$ cat config.mk
export PLATFORM = sky130hd
export DESIGN_NAME = lmr_cfg
export DESIGN_NICKNAME = d
export VERILOG_FILES = /design/src/rtl/core/lmr_pkg.sv /design/src/rtl/core/lmr_cfg.sv
export SDC_FILE = /design/constraint.sdc
export NUM_CORES = 1
export LEC_CHECK = 0
export BUFFER_PORTS_ARGS = -buffer_cell sky130_fd_sc_hd__buf_4
export CORE_MARGIN = 2
export CORE_UTILIZATION = 40
export CTS_CLUSTER_DIAMETER = 60
export DETAILED_ROUTE_END_ITERATION = 8
export PLACE_DENSITY = 0.67
export SYNTH_ARGS = -nofsm -noshare
export SYNTH_HDL_FRONTEND = slang
export SYNTH_SLANG_ARGS = --single-unit
$ cat constraint.sdc
create_clock -name clk -period 4 [get_ports clk]
set_clock_uncertainty 0.2 [all_clocks]
set_input_delay 0.2 -clock clk [delete_from_list [all_inputs] [get_ports clk]]
set_output_delay 0.2 -clock clk [all_outputs]
set_load 0.005 [all_outputs]
$ cat src/rtl/core/lmr_pkg.sv
// shared constants and types of the local maximum and range filter
`timescale 1ns / 1ps
`default_nettype none

package lmr_pkg;

  localparam int MAX_WIDTH  = 1024;
  localparam int MAX_HEIGHT = 4096;
  localparam int MAX_RADIUS = 8;
  localparam int RING_ROWS  = 2 * MAX_RADIUS + 2;

  localparam int COL_W  = $clog2(MAX_WIDTH);
  localparam int WID_W  = COL_W + 1;
  localparam int ROW_W  = $clog2(MAX_HEIGHT) + 1;
  localparam int RAD_W  = 4;
  localparam int RING_W = $clog2(RING_ROWS);
  localparam int ADDR_W = RING_W + COL_W;
  localparam int CFG_IDX_W  = 8;
  localparam int CFG_DATA_W = 16;

  localparam logic [CFG_IDX_W-1:0] REG_WIDTH  = 8'd0;
  localparam logic [CFG_IDX_W-1:0] REG_HEIGHT = 8'd1;
  localparam logic [CFG_IDX_W-1:0] REG_RADIUS = 8'd2;
  localparam logic [CFG_IDX_W-1:0] REG_MODE   = 8'd3;

  localparam logic OP_PIXEL = 1'b0;
  localparam logic OP_DRAIN = 1'b1;

  localparam logic MODE_MAX   = 1'b0;
  localparam logic MODE_RANGE = 1'b1;

  // effective settings after clamping, plus a pulse that restarts the frame
  typedef struct packed {
    logic [WID_W-1:0] width;
    logic [ROW_W-1:0] height;
    logic [RAD_W-1:0] radius;
    logic             mode;
    logic             restart;
  } lmr_cfg_t;

endpackage

`default_nettype wire

$ cat src/rtl/core/lmr_cfg.sv
// configuration registers with clamping to the supported range
`timescale 1ns / 1ps
`default_nettype none

module lmr_cfg (
  input  wire                             clk,
  input  wire                             rst,
  input  wire                             wr_en,
  input  wire  [lmr_pkg::CFG_IDX_W-1:0]   wr_index,
  input  wire  [lmr_pkg::CFG_DATA_W-1:0]  wr_data,
  output lmr_pkg::lmr_cfg_t               cfg
);
  import lmr_pkg::*;

  logic [10:0] frame_width;
  logic [12:0] frame_height;
  logic [3:0]  window_radius;
  logic        filter_mode;
  logic        restart;

  always_ff @(posedge clk) begin
    if (rst) begin
      frame_width   <= 11'd1024;
      frame_height  <= 13'd1024;
      window_radius <= 4'd1;
      filter_mode   <= MODE_RANGE;
      restart       <= 1'b0;
    end else begin
      restart <= 1'b0;
      if (wr_en) begin
        unique case (wr_index)
          REG_WIDTH: begin
            frame_width <= wr_data[10:0];
            restart     <= 1'b1;
          end
          REG_HEIGHT: begin
            frame_height <= wr_data[12:0];
            restart      <= 1'b1;
          end
          REG_RADIUS: begin
            window_radius <= wr_data[3:0];
            restart       <= 1'b1;
          end
          REG_MODE: begin
            filter_mode <= wr_data[0];
            restart     <= 1'b1;
          end
          default: ;
        endcase
      end
    end
  end

  always_comb begin
    if (frame_width == 11'd0)             cfg.width = WID_W'(1);
    else if (frame_width > 11'(MAX_WIDTH)) cfg.width = WID_W'(MAX_WIDTH);
    else                                  cfg.width = WID_W'(frame_width);
    if (frame_height == 13'd0)              cfg.height = ROW_W'(1);
    else if (frame_height > 13'(MAX_HEIGHT)) cfg.height = ROW_W'(MAX_HEIGHT);
    else                                    cfg.height = ROW_W'(frame_height);
    cfg.radius  = (window_radius > 4'(MAX_RADIUS)) ? RAD_W'(MAX_RADIUS) : window_radius;
    cfg.mode    = filter_mode;
    cfg.restart = restart;
  end

endmodule

`default_nettype wire

==> impl_metrics.ini <==
[routing]
antenna_left = 0
postRouteWirelength_mm = 3.14
via_density = 4.67
num_vias = 1191
remaining_drc_errors = 0
wire_per_inst_um = 12.3
route.met2.wl_mm = 1.51
detailedRoute.firstIterationViolations = 44
detailroute.wirelength.met3_um = 163
first_pass_drt_iterations = 4
wl_met1_mm = 1.42
top_layer_used = met4

[sta]
hold_fails_final_rpt = 0
final_period_minus_worst_setup_slack_ps = 1670
clock.fmax_mhz = 599
worstMarginPinSlew_ps = 482
final_period_utilization_pct = 41.7
fin_tns_setup_ps = 0
setup_violators_final = 0
fin_worst_hold_slack_ps = 7.47
setup_repair_after_global_routing_missed_its_margin = no
report.final.slew_viol_count = 0
maxSlewHeadroom_pct = 67.8
worst_slack_ps = 2330

[clock_network]
clock_tree_buf_depth = 2
tritoncts = yes
post_cts.repair.setup_buffers = 0
clock-root-buffer = clkbuf_8
inserted_clock_buffers = 5
clk-insertion-delay-late_ps = 270
clock-sinks = 30
cts.htree.levels = 2
clk_pin_slew_ps = 60

[worst_setup_path]
worstSetupPathType = flip-flop to output port
timing.critical_path.slowest_stage_cell = dfxtp_1
cp.required_ps = 3600
critPathLaunchType = flip-flop
worstPathCellList = nor4_1 > a31oi_1 > nor2_1 > buf_4
crit_path_max_incr_delay_ps = 330
cp-end-kind = output port
crit_family = simple AND/OR/NAND/NOR gates
worst_r2r_path_depth = 2
path_max_fanout = 3
regToRegSetupSlack_ps = 2890
timing.critical_path.arrival_ps = 1270
path_depth = 4
critical_path_buf_inv_count = 1

[power_and_ir_drop]
power_density_nw_per_um2 = 281
worst_ir_drop_vdd_v = 0.000124
p_leak_nw = 1.04
report.power.total_uw = 563

[floorplan]
placement_rows = 22
start_util_pct = 41.6
die_area_um2 = 4280
floorplan.core_area_um2 = 3630
overall_die_width_um = 65.4
num_io_pins = 57
die_ht_um = 65.4

[run_status]
status = complete, no violations

[cells_and_area]
seqCellArea_um2 = 601
final.fill_count = 363
final_core_util_pct = 55.2
multi_input_comb_area_um2 = 842
finish.instance_area_um2 = 2010
area_growth_pct = 32.9
fraction_of_final_layout_cells_with_drive_strength_greater_than_1_pct = 30.4
design.final.nets = 234
instances_no_fill = 255
number_of_diodes_added_for_antenna_fixing = 0

[yosys]
yosys.cell_types.count = 18
synth.yosys.seq_area_share_pct = 39.8
yosysMostFrequentCell = nand2b_1
synthArstFlopShare_pct = 0
ys_seq_elements = 30
avgSynthCellArea_um2 = 9.62
synth_top_cells_by_count = nand2b_1 (37), dfxtp_1 (30), mux2i_1 (29), nor2b_1 (23), nor2_1 (11)
ys.warnings.count = 0
syn-cell-area_um2 = 1510
synth_cells = 157
synthesis.nets = 184
top_cells_by_area_in_the_synthesized_netlist = dfxtp_1 (40%), mux2i_1 (19%), nand2b_1 (15%)
synth_top_cell_area_share_pct = 39.8
yosysTopAreaCell = dfxtp_1
number_of_flops_mapped_to_enable_cells_by_yosys = 0
synth-main-ff-cell = dfxtp_1

[global_route]
track_usage_pct = 15.8
grt_antenna_before_repair = 0
overflow = 0
global_route_wire_length_before_repair_mm = 5.15
first_global_vias = 1170
largest_net_degree_at_the_start_of_global_routing = 45

[place]
dpl_worst_slack_ps = 2210
port_buffers = 53
gp_routability_congestion = 0.737
placement_stage_cell_area_um2 = 1900
dpl.cell_count = 245
dpl.hpwl_mm = 2.32

[flow_run]
maxCapViolCount = 0

[min_path]
hp-class = input pin to flip-flop
timing.hold.worst_path_depth = 4
==> power by group <==
group / internal, mW / switching, mW
combinational: 0.0265 / 0.0171
sequential: 0.299 / 0.000334
clock: 0.119 / 0.101
total: 0.445 / 0.118
==> worst min-delay path, cell delays in order <==
cell	delay (ps)
buf_4	90
nor4b_4	60
nand2_1	60
nor2_1	30
==> what timing repair did <==
action / in CTS / in global routing
hold buffers: 3 / 0
hold endpoints to repair: 3 / 0
gates resized for setup: 0 / 0
==> sequential cells by signal, indices dropped and copies added (netlist names) <==
name           flops
filter_mode        1
window_radius      4
restart            1
frame_width       11
frame_height      13
==> layout make-up <==
| cell class | instances | area share [%] |
|---|---|---|
| multi-input combinational | 114 | 42.0 |
| clock buffer | 7 | 3.80 |
| tap | 48 | 2.99 |
| sequential | 30 | 29.9 |
| timing repair buffer | 56 | 21.3 |
==> routing by layer <==
| layer | global-route usage [%] | up-vias |
|---|---|---|
| li1 | - | 614 |
| met1 | 19.7 | 535 |
| met2 | 26.9 | 37 |
| met3 | 3.60 | 5 |
| met4 | 5.47 | 0 |
| met5 | 0 | - |
==> cell usage in the layout, fill, tap and decap left out, drive strengths merged <==
cell,instances
a31oi,2
buf,53
clkbuf,7
dfxtp,30
dlygate4sd3,3
mux2i,29
nand2,1
nand2b,37
nand3,1
nand4,1
nand4b,2
nor2,11
nor2b,23
nor3,2
nor4,4
nor4b,1
==> worst paths after layout <==
| path | start | to |
|---|---|---|
| max | frame_height[2] | cfg[6] |
| min | wr_index[4] | restart |
| max reg2reg | frame_height[12] | frame_height[12] |
| min reg2reg | window_radius[2] | window_radius[2] |
==> kinds of logic after synthesis <==
family,share of synthesized area [%]
compound gates,0.828
flops,39.8
mux,19.2
buf+inv,4.47
simple gates,35.7
Note: power is estimated with default switching activity, not from simulation.
